**config.mk**
```make
export PLATFORM = sky130hd
export DESIGN_NAME = fcs_fifo
export DESIGN_NICKNAME = d
export VERILOG_FILES = /design/src/sv/fcs_fifo.sv
export SDC_FILE = /design/constraint.sdc
export NUM_CORES = 1
export LEC_CHECK = 0
export BUFFER_PORTS_ARGS = -buffer_cell sky130_fd_sc_hd__buf_2
export CAP_MARGIN = 25
export CORE_UTILIZATION = 35
export CTS_BUF_LIST = sky130_fd_sc_hd__clkbuf_8
export CTS_CLUSTER_SIZE = 16
export DETAILED_ROUTE_END_ITERATION = 7
export SYNTH_ARGS = -nofsm -noshare
export SYNTH_HDL_FRONTEND = slang
export SYNTH_SLANG_ARGS = --single-unit
```
**constraint.sdc**
```tcl
create_clock -name clk_i -period 1.98 [get_ports clk_i]
set_input_delay 0.396 -clock clk_i [delete_from_list [all_inputs] [get_ports clk_i]]
set_output_delay 0.396 -clock clk_i [all_outputs]
set_load 0.05 [all_outputs]
```
**src/sv/fcs_fifo.sv**
```systemverilog
module fcs_fifo #(
  parameter int unsigned WIDTH = 8,
  parameter int unsigned DEPTH = 4
) (
  input  logic             clk_i,
  input  logic             rst_ni,
  input  logic             push_i,
  input  logic [WIDTH-1:0] data_i,
  output logic             full_o,
  input  logic             pop_i,
  output logic [WIDTH-1:0] data_o,
  output logic             empty_o
);

  localparam int unsigned PtrW = (DEPTH > 1) ? $clog2(DEPTH) : 1;
  localparam int unsigned CntW = $clog2(DEPTH + 1);

  logic [WIDTH-1:0] mem_q [DEPTH];
  logic [PtrW-1:0]  wr_ptr_q, rd_ptr_q;
  logic [CntW-1:0]  count_q;
  logic             do_push, do_pop;

  assign full_o  = (count_q == CntW'(DEPTH));
  assign empty_o = (count_q == '0);
  assign do_push = push_i && !full_o;
  assign do_pop  = pop_i && !empty_o;
  assign data_o  = mem_q[rd_ptr_q];

  always_ff @(posedge clk_i) begin
    if (do_push) begin
      mem_q[wr_ptr_q] <= data_i;
    end
  end

  always_ff @(posedge clk_i or negedge rst_ni) begin
    if (!rst_ni) begin
      wr_ptr_q <= '0;
      rd_ptr_q <= '0;
      count_q  <= '0;
    end else begin
      if (do_push) begin
        wr_ptr_q <= (wr_ptr_q == PtrW'(DEPTH - 1)) ? '0 : wr_ptr_q + 1'b1;
      end
      if (do_pop) begin
        rd_ptr_q <= (rd_ptr_q == PtrW'(DEPTH - 1)) ? '0 : rd_ptr_q + 1'b1;
      end
      case ({do_push, do_pop})
        2'b10:   count_q <= count_q + 1'b1;
        2'b01:   count_q <= count_q - 1'b1;
        default: count_q <= count_q;
      endcase
    end
  end

  assert property (@(posedge clk_i) disable iff (!rst_ni) count_q <= CntW'(DEPTH))
    else $error("Queue count exceeds its depth.");

  assert property (@(posedge clk_i) disable iff (!rst_ni)
    (do_push && !do_pop) |=> !empty_o)
    else $error("Queue is empty after a transfer into it.");

endmodule

```
# Word level (Yosys, flattened, before mapping)
# Memory sizes are Yosys's and may differ from the RTL's.
# Cells that the tools add are included.
# word_totals
reg_bits	7
latch_bits	0
mem_bits_rw	32
romBits	0
input_bits	12
out_inout_bits	10
wordCells	24
n_memories	1
# memory_table
memory	depth	width	rd	rd_ports_with_merged_regs	write_ports	line_no	source
mem_q	4	8	1	0	1	18	logic [WIDTH-1:0] mem_q [DEPTH];
# op_classes
addsub	4
multipliers	0
div_mod_pow	0
n_lt_le_gt_ge	0
eq_ne	5
shifts	0
n_mux	5
bitwise_logic	0
reduce_logical	6
# op_table
operator	count
$eq A2 B2 Y1 const B	3
$pmux W3 S2	1
$add A2 B1 Y2 const B	2
$mux W2	2
$add A3 B1 Y3 const B	1
$eq A3 B3 Y1 const B	1
$logic_not A3 Y1	1
$sub A3 B1 Y3 const B	1
$eq A2 B1 Y1 const B	1
$logic_and A1 B1 Y1	2
$logic_not A1 Y1	2
$mux W1	2
$reduce_bool A2 Y1	1

# Longest topological paths before layout
# depth
ltp_word	5
mapped_depth	9
depth_no_buf	9

# Worst setup path after synthesis
# OpenSTA, ideal clock, no wires.
# synth_timing
path_type	register to register
start	register count_q[0]
end	register count_q[2]
setup_time_ns	0.125
arrival_time_ns	2.588
required_time_ns	1.855
slack_ns	-0.734
stages_incl_launch_ff	10
n_path_buf	0
period_less_slack_ns	2.714
cell_sequence	dfrtp_1 nor3_1 nand2b_1 inv_1 ha_1 inv_1 fa_1 xor2_1 nor2_1 xor2_1
# synth_between
elab_chain_cells	5
elab_cells_between_ends	12
cone_classes	2 x add/sub; 3 x eq/ne; 1 x mux; 6 x reduce/logical
# synth_rtl
element	line_no	source
start, declared	20	logic [CntW-1:0] count_q;
start signal, assigned	48	2'b10: count_q <= count_q + 1'b1;
start signal, assigned	49	2'b01: count_q <= count_q - 1'b1;
start signal, assigned	50	default: count_q <= count_q;
$logic_not A3 Y1 *	24	assign empty_o = (count_q == '0);
via empty_o	12	output logic empty_o
$logic_not A1 Y1 *	26	assign do_pop = pop_i && !empty_o;
$logic_and A1 B1 Y1 *	26	
via do_pop	21	logic do_push, do_pop;
$eq A2 B1 Y1 or $eq A2 B2 Y1 (tied branches)	47	case ({do_push, do_pop})
$pmux W3 S2 or $reduce_bool A2 Y1 (tied branches)	-	
# The timed path passes the listed nets; every way through them passes the cells marked *.
# A chain may end at the register's enable or synchronous reset.

# Final worst setup path
# layout_timing
start	register count_q[1]
end	register count_q[2]
# layout_between
elab_chain_cells	5
elab_cells_between_ends	12
cone_classes	2 x add/sub; 3 x eq/ne; 1 x mux; 6 x reduce/logical
# layout_rtl
element	line_no
$eq A3 B3 Y1 or $logic_not A3 Y1 (tied branches)	23, 24
$logic_not A1 Y1, on equally long branches	25, 26
$logic_and A1 B1 Y1, on equally long branches	25, 26
$eq A2 B1 Y1 or $eq A2 B2 Y1 (tied branches)	47
$pmux W3 S2 or $reduce_bool A2 Y1 (tied branches)	-
# Several ways; a longest one is shown, not always the timed one.

==> flow_metrics.env <==
export IMPL_routed_wl_um=2666
export IMPL_ys_types=19
export IMPL_first_iter_violations=31
export IMPL_p_int_w=0.001980
export IMPL_p_seq_share_pct=37.7
export IMPL_wl_per_cell_um=15.68
export IMPL_required_ps=2160
export IMPL_grt_pass1_wl_um=4229
export IMPL_multi_input_area_um2=470.5
export IMPL_worst_slack_ps=12.17
export IMPL_core_area_um2=4384
export IMPL_min_period_over_period_pct=99.39
export IMPL_final_nets=136
export IMPL_synth_edf_count=32
export IMPL_p_comb_share_pct=46.4
export IMPL_cts_path_max_buffers=2
export IMPL_maxCapViolCount=0
export IMPL_avgSynthCellArea_um2=19.42
export IMPL_synth_cells=83
export IMPL_drt_antenna_violating_nets=0
export IMPL_place_hpwl_um=1883
export IMPL_post_cts_buffers=0
export IMPL_area_growth_pct=22.21
export IMPL_synth_area_leaders="edfxtp_1 60%, mux4_2 11%, dfrtp_1 11%, ha_1 4.7%, and3_2 1.9%"
export IMPL_critPathCaptureType="flip-flop"
export IMPL_antenna_found_initial=0
export IMPL_cp_start_kind="flip-flop"
export IMPL_diodes=0
export IMPL_ys_seq_area_share_pct=70.50
export IMPL_yosys_most_used_dff="edfxtp_1"
export IMPL_total_power_w=0.003242
export IMPL_status="finished, final reports clean"
export IMPL_arrival_ps=2150
export IMPL_ios=22
export IMPL_drive_gt1_share_pct=51.69
export IMPL_dr_pass1_iters=4
export IMPL_syn_nets=102
export IMPL_globalRouteTotalUtil_pct=12.19
export IMPL_hold_slack_ps=317.4
export IMPL_register_area_um2=1136
export IMPL_synth_async_reset_ratio_pct=17.95
export IMPL_path_class="reg2reg"
export IMPL_route_detailed_drc=0
export IMPL_fin_util_pct=44.92
export IMPL_hold_viol_final=0
export IMPL_cts_tree="done"
export IMPL_die_x_um=69.86
export IMPL_final_area_um2=1969
export IMPL_drv_slew=0
export IMPL_clkPwrFrac_pct=15.8
export IMPL_clock_sinks=39
export IMPL_fill_cells=401
export IMPL_fin_skew_ps=6.332
export IMPL_grt_max_degree=13
export IMPL_p_sw_w=0.001262
export IMPL_final_common_cell="edfxtp_1"
export IMPL_setup_viol=0
export IMPL_ir_drop_mv=0.5653
export IMPL_die_area_um2=4880
export IMPL_mostFrequentLayoutCells="32 x edfxtp_1, 16 x buf_2, 11 x buf_4"
export IMPL_ys_warn_count=0
export IMPL_power_density_nw_per_um2=1646
export IMPL_numCtsBuffers=5
export IMPL_cts_reportedPaths_clkPinSlew_ps=80
export IMPL_synth_area_leader_cell="edfxtp_1"
export IMPL_dp_slack_ps=-14.59
export IMPL_grt_pass1_vias=884
export IMPL_period_needed_ps=1968
export IMPL_num_rows=24
export IMPL_hp_class="in2reg"
export IMPL_portBuffers=21
export IMPL_leakagePower_nw=0.7827
export IMPL_rsz0062_at_grt="yes"
export IMPL_place_gp_congestion=0.6643
export IMPL_synth_area_um2=1612
export IMPL_netlist_area_leader_share_pct=59.63
export IMPL_vias_per_cell=4.841
export IMPL_start_util_pct=36.76
export IMPL_worst_pin_slew_ps=449.1
export IMPL_htreeDepth=2
export IMPL_critical_path_peak_fanout=2
export IMPL_rrSetupSlack_ps=10
export IMPL_num_vias=823
export IMPL_ys_ff_latch=39
export IMPL_root_buffer="clkbuf_8"
export IMPL_swShare_pct=38.93
export IMPL_dieHeight_um=69.86
export IMPL_grt_overflow_total=0
export IMPL_max_freq_mhz=508.2
export IMPL_placed_cell_area_um2=1859
export IMPL_relSlewSlack_pct=70.06
export IMPL_clock_latency_ps=290
layout make-up:
type	instances	area share, %
Sequential cell	39	57.69
Multi-Input combinational cell	34	23.89
Timing Repair Buffer	29	9.339
Clock buffer	5	3.494
Tap cell	52	3.304
Inverter	8	1.525
Clock inverter	3	0.7624
cell families (layout without fill, tap and decap cells):
group / Yosys count / count (layout) / share of synthesized area, %
fa+ha+maj: 7 / 7 / 5.901
buf+inv: 10 / 45 / 2.406
mux: 13 / 13 / 15.06
flops: 39 / 39 / 70.50
simple gates: 11 / 11 / 4.503
xor+xnor: 3 / 3 / 1.631
Yosys cell counts, drive strengths merged, types with 2 or more instances:
cell     n
buf      2
mux4     8
mux2     4
inv      8
edfxtp  32
nor2     3
xor2     2
dfrtp    7
ha       6
and3     4
state kept, by name, summed over array words and instances, names as in the netlist:
name,count
count_q,3
wr_ptr_q,2
rd_ptr_q,2
mem_q,32
critical path: stages, from the launching register on:
cell and delay (ps):
dfrtp_1 380, or3b_4 400, and2_4 150, inv_2 60, ha_4 130, inv_2 40, fa_2 350, xor2_1 140
nor2_1 60, xor2_1 150
worst paths after layout:
path	depth (start not counted)	end	start
setup / recovery	9	count_q[2]$_DFFE_PN0P_	count_q[1]$_DFFE_PN0P_
hold / removal	1	mem_q[1][1]$_DFFE_PP_	data_i[1]
setup reg to reg	9	count_q[2]$_DFFE_PN0P_	count_q[1]$_DFFE_PN0P_
hold reg to reg	2	count_q[2]$_DFFE_PN0P_	count_q[2]$_DFFE_PN0P_
max in group asynchronous	2	rd_ptr_q[0]$_DFFE_PN0P_	rst_ni
min in group asynchronous	2	count_q[0]$_DFFE_PN0P_	rst_ni
per-stage QoR:
stage | TNS [ps] | cells
after detailed placement | -14.59 | 161
after global placement | 0 | 161
after global routing | -81.54 | 170
after CTS | 0 | 170
after floorplan | -75.89 | 83
final | 0 | 170
repair_timing:
action	CTS	global route
gates cloned	0	0
pin swaps	3	0
hold buffers	1	0
endpoints found under the setup margin	1	7
endpoints found under the hold margin	7	0
resized for setup	0	11
power groups by stage:
stage	sequential [W]	combinational, W	clock, W
after global routing	0.00125	0.00161	0.000561
after global placement	0.00123	0.00145	0
after floorplan	0.00121	0.00113	0
final	0.00122	0.00151	0.000513
after detailed placement	0.00124	0.00148	0
after CTS	0.00122	0.00148	0.000530
routing by layer:
metal / track usage, % / wire length [um] / up-vias / part of all wire, %
li1: - / - / 379 / -
met3: 3.463 / 104 / 7 / 3.9
met4: 8.000 / 75 / 0 / 2.8
met2: 19.55 / 1379 / 17 / 52
met1: 14.27 / 1106 / 420 / 41
met5: 0 / 0 / - / 0
Power figures use the tool's default switching activity.
