### src/sv/fcs_pkg.sv
package fcs_pkg;

  localparam int unsigned CodeRegW = 12;
  localparam int unsigned GainW    = 16;
  localparam int unsigned ScaleW   = 16;
  localparam int unsigned StepW    = 15;
  localparam int unsigned CfgIdxW  = 8;
  localparam int unsigned CfgDataW = 16;
  localparam int unsigned RefW     = 16;
  localparam int unsigned MeasW    = 16;
  localparam int unsigned CostW    = 18;
  localparam int unsigned NumVec   = 8;
  localparam int unsigned NumOff   = 5;
  localparam int unsigned MidDepth = 4;
  localparam int unsigned OutDepth = 2;

  localparam logic [CostW-1:0] CostMax = 18'h3FFFF;

  typedef enum logic [CfgIdxW-1:0] {
    RegZeroCode    = 8'd0,
    RegCutCode     = 8'd1,
    RegGain        = 8'd2,
    RegCurrentScale = 8'd3,
    RegStepMajor   = 8'd4,
    RegStepMinor   = 8'd5
  } reg_idx_e;

  typedef struct packed {
    logic [CodeRegW-1:0] zero_code;
    logic [CodeRegW-1:0] cut_code;
    logic [GainW-1:0]    gain;
    logic [ScaleW-1:0]   current_scale;
    logic [StepW-1:0]    step_major;
    logic [StepW-1:0]    step_minor;
  } cfg_t;

  localparam cfg_t CfgReset = '{
    zero_code:     12'd2851,
    cut_code:      12'd1862,
    gain:          16'd2466,
    current_scale: 16'd30427,
    step_major:    15'd584,
    step_minor:    15'd293
  };

  typedef enum logic [2:0] {
    OffZero     = 3'd0,
    OffPosMinor = 3'd1,
    OffNegMinor = 3'd2,
    OffPosMajor = 3'd3,
    OffNegMajor = 3'd4
  } off_sel_e;

  localparam off_sel_e VecOff [NumVec][3] = '{
    '{OffZero,     OffZero,     OffZero    },
    '{OffPosMajor, OffNegMinor, OffNegMinor},
    '{OffPosMinor, OffPosMinor, OffNegMajor},
    '{OffNegMinor, OffPosMajor, OffNegMinor},
    '{OffNegMajor, OffPosMinor, OffPosMinor},
    '{OffNegMinor, OffNegMinor, OffPosMajor},
    '{OffPosMinor, OffNegMajor, OffPosMinor},
    '{OffZero,     OffZero,     OffZero    }
  };

  localparam logic [2:0] VecBits [NumVec] = '{
    3'd0, 3'd4, 3'd6, 3'd2, 3'd3, 3'd1, 3'd5, 3'd7
  };

endpackage

### src/sv/fcs_front.sv
module fcs_front #(
  parameter int unsigned ADC_BITS     = 12,
  parameter int unsigned CURRENT_BITS = 16
) (
  input  logic                                clk_i,
  input  logic                                rst_ni,
  input  fcs_pkg::cfg_t                       cfg_i,
  input  logic                                in_valid_i,
  output logic                                in_ready_o,
  input  logic [2:0][ADC_BITS-1:0]            code_i,
  input  logic [2:0][fcs_pkg::RefW-1:0]       ref_i,
  output logic                                out_valid_o,
  input  logic                                out_ready_i,
  output logic [2:0][CURRENT_BITS-1:0]        cur_o,
  output logic [2:0][CURRENT_BITS:0]          scaled_o,
  output logic [2:0][fcs_pkg::RefW-1:0]       ref_o
);

  import fcs_pkg::*;

  localparam int unsigned NumStages = 3;
  localparam int unsigned ProdW     = ADC_BITS + 18;
  localparam int unsigned ShW       = ProdW - 8;
  localparam int unsigned SatW      = (ShW > CURRENT_BITS) ? ShW : CURRENT_BITS;
  localparam int unsigned ScProdW   = CURRENT_BITS + 17;

  localparam logic signed [SatW-1:0] CurHi = SatW'((1 << (CURRENT_BITS - 1)) - 1);
  localparam logic signed [SatW-1:0] CurLo = ~CurHi;

  logic [NumStages-1:0] v_q;
  logic [NumStages:0]   rdy;

  logic [ADC_BITS-1:0] zero_c, cut_c;

  logic signed [ProdW-1:0]        prod_d [3];
  logic signed [ProdW-1:0]        prod_q [3];
  logic                           ov_d [3];
  logic                           ov_q [3];
  logic [RefW-1:0]                ref0_q [3];

  logic signed [SatW-1:0]         sh [3];
  logic signed [CURRENT_BITS-1:0] cur1_d [3];
  logic signed [CURRENT_BITS-1:0] cur1_q [3];
  logic [RefW-1:0]                ref1_q [3];

  logic signed [ScProdW-1:0]      scp [3];
  logic signed [CURRENT_BITS-1:0] cur2_q [3];
  logic signed [CURRENT_BITS:0]   sc2_q [3];
  logic [RefW-1:0]                ref2_q [3];

  assign zero_c = ADC_BITS'(cfg_i.zero_code);
  assign cut_c  = ADC_BITS'(cfg_i.cut_code);

  assign rdy[3] = out_ready_i;
  assign rdy[2] = !v_q[2] || rdy[3];
  assign rdy[1] = !v_q[1] || rdy[2];
  assign rdy[0] = !v_q[0] || rdy[1];

  assign in_ready_o  = rdy[0];
  assign out_valid_o = v_q[NumStages-1];

  always_comb begin
    for (int i = 0; i < 3; i++) begin
      prod_d[i] = ($signed({1'b0, code_i[i]}) - $signed({1'b0, zero_c}))
                  * $signed({1'b0, cfg_i.gain});
      ov_d[i]   = (code_i[i] > cut_c);
      sh[i]     = SatW'(prod_q[i] >>> 8);
      if (!ov_q[i]) begin
        cur1_d[i] = '0;
      end else if (sh[i] > CurHi) begin
        cur1_d[i] = CurHi[CURRENT_BITS-1:0];
      end else if (sh[i] < CurLo) begin
        cur1_d[i] = CurLo[CURRENT_BITS-1:0];
      end else begin
        cur1_d[i] = sh[i][CURRENT_BITS-1:0];
      end
      scp[i] = cur1_q[i] * $signed({1'b0, cfg_i.current_scale});
    end
  end

  always_ff @(posedge clk_i or negedge rst_ni) begin
    if (!rst_ni) begin
      v_q <= '0;
    end else begin
      if (rdy[0]) v_q[0] <= in_valid_i;
      if (rdy[1]) v_q[1] <= v_q[0];
      if (rdy[2]) v_q[2] <= v_q[1];
    end
  end

  always_ff @(posedge clk_i) begin
    for (int i = 0; i < 3; i++) begin
      if (rdy[0]) begin
        prod_q[i] <= prod_d[i];
        ov_q[i]   <= ov_d[i];
        ref0_q[i] <= ref_i[i];
      end
      if (rdy[1]) begin
        cur1_q[i] <= cur1_d[i];
        ref1_q[i] <= ref0_q[i];
      end
      if (rdy[2]) begin
        cur2_q[i] <= cur1_q[i];
        sc2_q[i]  <= scp[i][CURRENT_BITS+15:15];
        ref2_q[i] <= ref1_q[i];
      end
    end
  end

  always_comb begin
    for (int i = 0; i < 3; i++) begin
      cur_o[i]    = cur2_q[i];
      scaled_o[i] = sc2_q[i];
      ref_o[i]    = ref2_q[i];
    end
  end

  assert property (@(posedge clk_i) disable iff (!rst_ni)
    (v_q[NumStages-1] && !out_ready_i) |=> v_q[NumStages-1])
    else $error("Converted item was dropped while the queue was full.");

endmodule

### config.mk
export PLATFORM = sky130hd
export DESIGN_NAME = fcs_front
export DESIGN_NICKNAME = d
export VERILOG_FILES = /design/src/sv/fcs_pkg.sv /design/src/sv/fcs_front.sv
export SDC_FILE = /design/constraint.sdc
export NUM_CORES = 2
export LEC_CHECK = 0
export BUFFER_PORTS_ARGS = -buffer_cell sky130_fd_sc_hd__buf_2
export CAP_MARGIN = 30
export CELL_PAD_IN_SITES_DETAIL_PLACEMENT = 1
export CELL_PAD_IN_SITES_GLOBAL_PLACEMENT = 2
export CORE_UTILIZATION = 40
export CTS_BUF_LIST = sky130_fd_sc_hd__clkbuf_4
export CTS_CLUSTER_DIAMETER = 200
export DETAILED_ROUTE_END_ITERATION = 10
export HOLD_SLACK_MARGIN = 0.03
export PLACE_DENSITY_LB_ADDON = 0.15
export REMOVE_ABC_BUFFERS = 1
export SYNTH_ARGS = -nofsm -noshare
export SYNTH_HDL_FRONTEND = slang
export SYNTH_SLANG_ARGS = --single-unit
### constraint.sdc
create_clock -name clk_i -period 19.2 [get_ports clk_i]
set_input_delay 0 -clock clk_i [delete_from_list [all_inputs] [get_ports clk_i]]
set_output_delay 0 -clock clk_i [all_outputs]
set_load 0.02 [all_outputs]
Word level (Yosys, flattened, before mapping)
Memories as Yosys holds them, arrays and structs flattened.
Cells that the tools add are included.
{ "word_totals": {"memories": 8, "output_inout_bits": 149, "ramBits": 384, "input_bits": 174, "word_cells": 50, "reg_bits": 3} }
{ "classes": {"muxes": 15, "n_addsub": 3, "n_reduce_logical": 6, "order_cmp": 9, "multipliers": 6} }
{ "mem_list": {"columns": ["memory", "depth", "width", "read_ports", "rd_ports_with_merged_regs", "wr", "line_no", "rtl"], "rows": [
  ["prod_q", 3, 30, 3, 0, 3, "fcs_front.sv:36", "logic signed [ProdW-1:0] prod_q [3];"],
  ["sc2_q", 3, 17, 3, 0, 3, "fcs_front.sv:48", "logic signed [CURRENT_BITS:0] sc2_q [3];"],
  ["cur1_q", 3, 16, 3, 0, 3, "fcs_front.sv:43", "logic signed [CURRENT_BITS-1:0] cur1_q [3];"],
  ["cur2_q", 3, 16, 3, 0, 3, "fcs_front.sv:47", "logic signed [CURRENT_BITS-1:0] cur2_q [3];"],
  ["ref0_q", 3, 16, 3, 0, 3, "fcs_front.sv:39", "logic [RefW-1:0] ref0_q [3];"],
  ["ref1_q", 3, 16, 3, 0, 3, "fcs_front.sv:44", "logic [RefW-1:0] ref1_q [3];"],
  ["2 more memories", null, null, null, null, null, null, null]
]} }
{ "op_table": {"columns": ["operator", "n"], "rows": [
  ["$mux 16", 9],
  ["$mul 16x17->32", 3],
  ["$mul 13x17->30", 3],
  ["$gt 22x16->1 const B", 3],
  ["$lt 22x16->1 const B", 3],
  ["$sub 12x12->13", 3],
  ["$gt 12x12->1", 3],
  ["$mux 1", 6],
  ["$logic_not 1->1", 3],
  ["$logic_or 1x1->1", 3]
]} }

Depth between registers and ports, before layout
{ "logic_depth": {"word_depth": 6, "ltp_mapped": 34, "depth_no_buf": 33} }

Worst setup path before layout
OpenSTA, ideal clock, no wires.
{ "synth_timing": {"kind": "input -> register", "from": "input cfg_i[75] (netlist name)", "to": "memory prod_q[0][29] (netlist name), data pin", "required_time_ns": 18.934, "arrival_time_ns": 7.435, "path_buffers": 1, "stages": 31, "setup_slack_ns": 11.499, "cell_sequence": "inv_1 > ha_1 > nor2b_1 > o21ai_0 > a21boi_0 > o21ai_0 > a21boi_0 > o21ai_0 > or4b_2 > o211ai_1 > buf_2 > nand2_1 > fa_1 > fa_1 > inv_1 > fa_1 > fa_1 > fa_1 > inv_1 > fa_1 > inv_1 > ha_1 > a2111o_1 > a211oi_1 > a211oi_2 > a32oi_1 > o31ai_1 > nand4_1 > o21ai_1 > o41ai_1 > xnor2_1"} }
{ "synth_rtl": {"columns": ["element", "line_no", "rtl"], "rows": [
  ["start: declaration", "fcs_front.sv:7", "input fcs_pkg::cfg_t cfg_i,"],
  ["end: declaration", "fcs_front.sv:36", null]
]} }

==> flow_summary.toml <==
[run_status]
status = "finished, violations left"
failed_checks = "design-rule violations"

[route]
postRouteAntennaNets = 0
first_iter_violations = 1524
dr_wl_met3_um = 4448
via_per_inst = 4.987
wl_per_cell_um = 19.23
num_vias = 41110
top_layer = "met5"
wl_met1_um = 70850
drc = 26
drt-total-wl_um = 158500
dr.pass1.iters = 10
route.met2.wl_um = 79510

[floorplanning]
core-area_um2 = 144000
row_count = 139
start_util_pct = 40.41
num_io_pins = 323
dieArea_um2 = 147000
die_w_um = 383.4
chipHeight_um = 383.4

[worst_hold_path]
hold_path.class = "in -> reg"
whs_path_depth = 6

[worst_setup_path]
cpPeakStageDelay_ps = 770
worst_path_max_delay_cell = "a221oi_1"
reg2reg_depth = 21
cp.arrival_ps = 8940
cp_max_fo = 16
cp.depth = 30
crit_type = "in -> reg"
cp-end-kind = "register"
crit_buf_inv = 6
crit_family = "compound AO/OA/AOI/OAI gates"
cp_data_required_time_ps = 19930
start_kind = "input port"

[yosys]
syn_area_um2 = 58200
synth_edf_count = 360
seq_area_frac_synth_pct = 18.70
yosys_warnings = 0
synthCells = 5856
synth_cell_types = 66
avgSynthCellArea_um2 = 9.938
synth_ff_type = "edfxtp_1"
synthArstFlopShare_pct = 0.8264
ys_ff_latch = 363

[timing]
fin_crit_sh_pct = 42.77
whs_ps = 201.0
worst_pin_slew_ps = 984.8
tns_ps = 0
skew_ps = 124.0
rsz0062_at_grt = "no"
finalHoldViolCount = 0
fin_crit_ps = 8213
report.final.slew_viol_count = 0
clock.fmax_ghz = 0.1218
setup_viol = 0
slew_headroom_pct = 34.35

[clocking]
root_buffer = "clkbuf_4"
cts_hold_buf = 153
cts-htree-levels = 3
cts_tree = "done"
postCtsSetupBuffers = 0
numClockSinks = 363
postCtsResizedCells = 0
worstSkewPairLatency_ps = 1100
clockBufferDepth = 3
cts_buffers = 104
clkTransAtPathRegs_ps = 50

[cells_and_area]
seq_area_um2 = 10890
filler_cell_count = 16430
stdcell_count = 8242
layout_common_cells = "1222 x inv_1, 1041 x fa_1, 824 x nand2_1"
layout_commonest_cell = "inv_1"
nets = 8181
fin_util_pct = 44.99
multi_input_comb_area_um2 = 41840
drive_above_1_share_pct = 8.841
area_growth_pct = 11.33

[global_routing]
grt_pass1_wl_um = 258200
antenna_found_initial = 8
grt_remaining_overflow = 0
grt_max_degree = 64
grt_usage_pct = 22.50
grt_pass1_vias = 46940

[placed_design]
io_buffers = 292
dp.final_hpwl_um = 115900
dp.cells = 7902
gp_congestion = 0.8094

[run]
cap_viol_max_count = 0
layer usage:
layer	vias up	global-route usage, %
met5	-	0
met3	188	2.283
li1	18810	-
met2	594	39.76
met1	21510	29.33
met4	6	5.836
final cells by class:
class	count	area share [%]
clock buffers	134	1.553
flip-flops and latches	363	16.80
multi-input cells	4029	64.58
clock inverters	48	0.5272
diodes	5	0.01931
well taps	1903	3.675
inverters	1222	7.080
repair buffers	538	5.759
tightest hold or removal path, cell delays in order:
cell     delay, ps
buf_2          100
buf_4          280
nand2_1        240
o31ai_1        100
a21oi_1        220
xnor2_1        140
kinds of logic (layout without fill, tap and decap cells):
logic type,Yosys count,after routing,synth area share (%)
AOI/OAI and AO/OA,329,329,3.784
xor gates and xnor gates,131,131,1.972
adders and majority gates,1749,1749,51.03
buffers and inverters,1464,1942,9.451
DFF,363,363,18.70
muxes,2,2,0.03655
other,0,5,0
and+or+nand+nor,1818,1818,15.02
through the flow:
step / instance area (um^2) / setup WS (ps)
after floorplan: 57280 / 11440
after global placement: 61830 / 10100
after detailed placement: 61900 / 10060
after CTS: 64770 / 11180
after global routing: 64780 / 10510
final: 64790 / 10990
state kept, by name, summed over array words and instances (netlist names):
signal  flops
prod_q     66
ov_q        3
v_q         3
ref0_q     48
cur2_q     48
ref1_q     48
sc2_q      51
cur1_q     48
ref2_q     48
cells in the mapped netlist, drive strengths merged, types with 17 or more instances:
| library cell | instances | area share, % |
|---|---|---|
| nor2 | 211 | 1.4 |
| a21oi | 76 | 0.65 |
| ha | 708 | 15 |
| or3 | 21 | 0.23 |
| nand2b | 104 | 1.1 |
| xor2 | 39 | 0.59 |
| nand2 | 824 | 5.3 |
| clkbuf | 233 | 1.5 |
| nand3 | 19 | 0.16 |
| and2 | 434 | 4.7 |
| nor2b | 69 | 0.74 |
| xnor2 | 92 | 1.4 |
| o21ai | 61 | 0.52 |
| nand4 | 32 | 0.34 |
| o21a | 22 | 0.28 |
| a21o | 69 | 0.89 |
| nor3 | 63 | 0.54 |
| edfxtp | 360 | 19 |
| a21boi | 17 | 0.22 |
| inv | 1222 | 7.9 |
| fa | 1041 | 36 |
worst paths after layout:
| path | to | from | slack [ps] |
|---|---|---|---|
| worst max-delay path | prod_q[0][86] | code_i[26] | 10990 |
| worst min-delay path | prod_q[0][68] | cfg_i[47] | 200 |
| worst max register to register | sc2_q[0][16] | cur1_q[0][1] | 11440 |
| worst min register to register | ref1_q[0][19] | ref0_q[0][19] | 320 |
| max in group asynchronous | v_q[2] | rst_ni | 18580 |
| min in group asynchronous | v_q[1] | rst_ni | 410 |
Power is left out: the tool's default activity adds up to more than one toggle a clock period on the data nets, which glitch-free logic cannot reach.
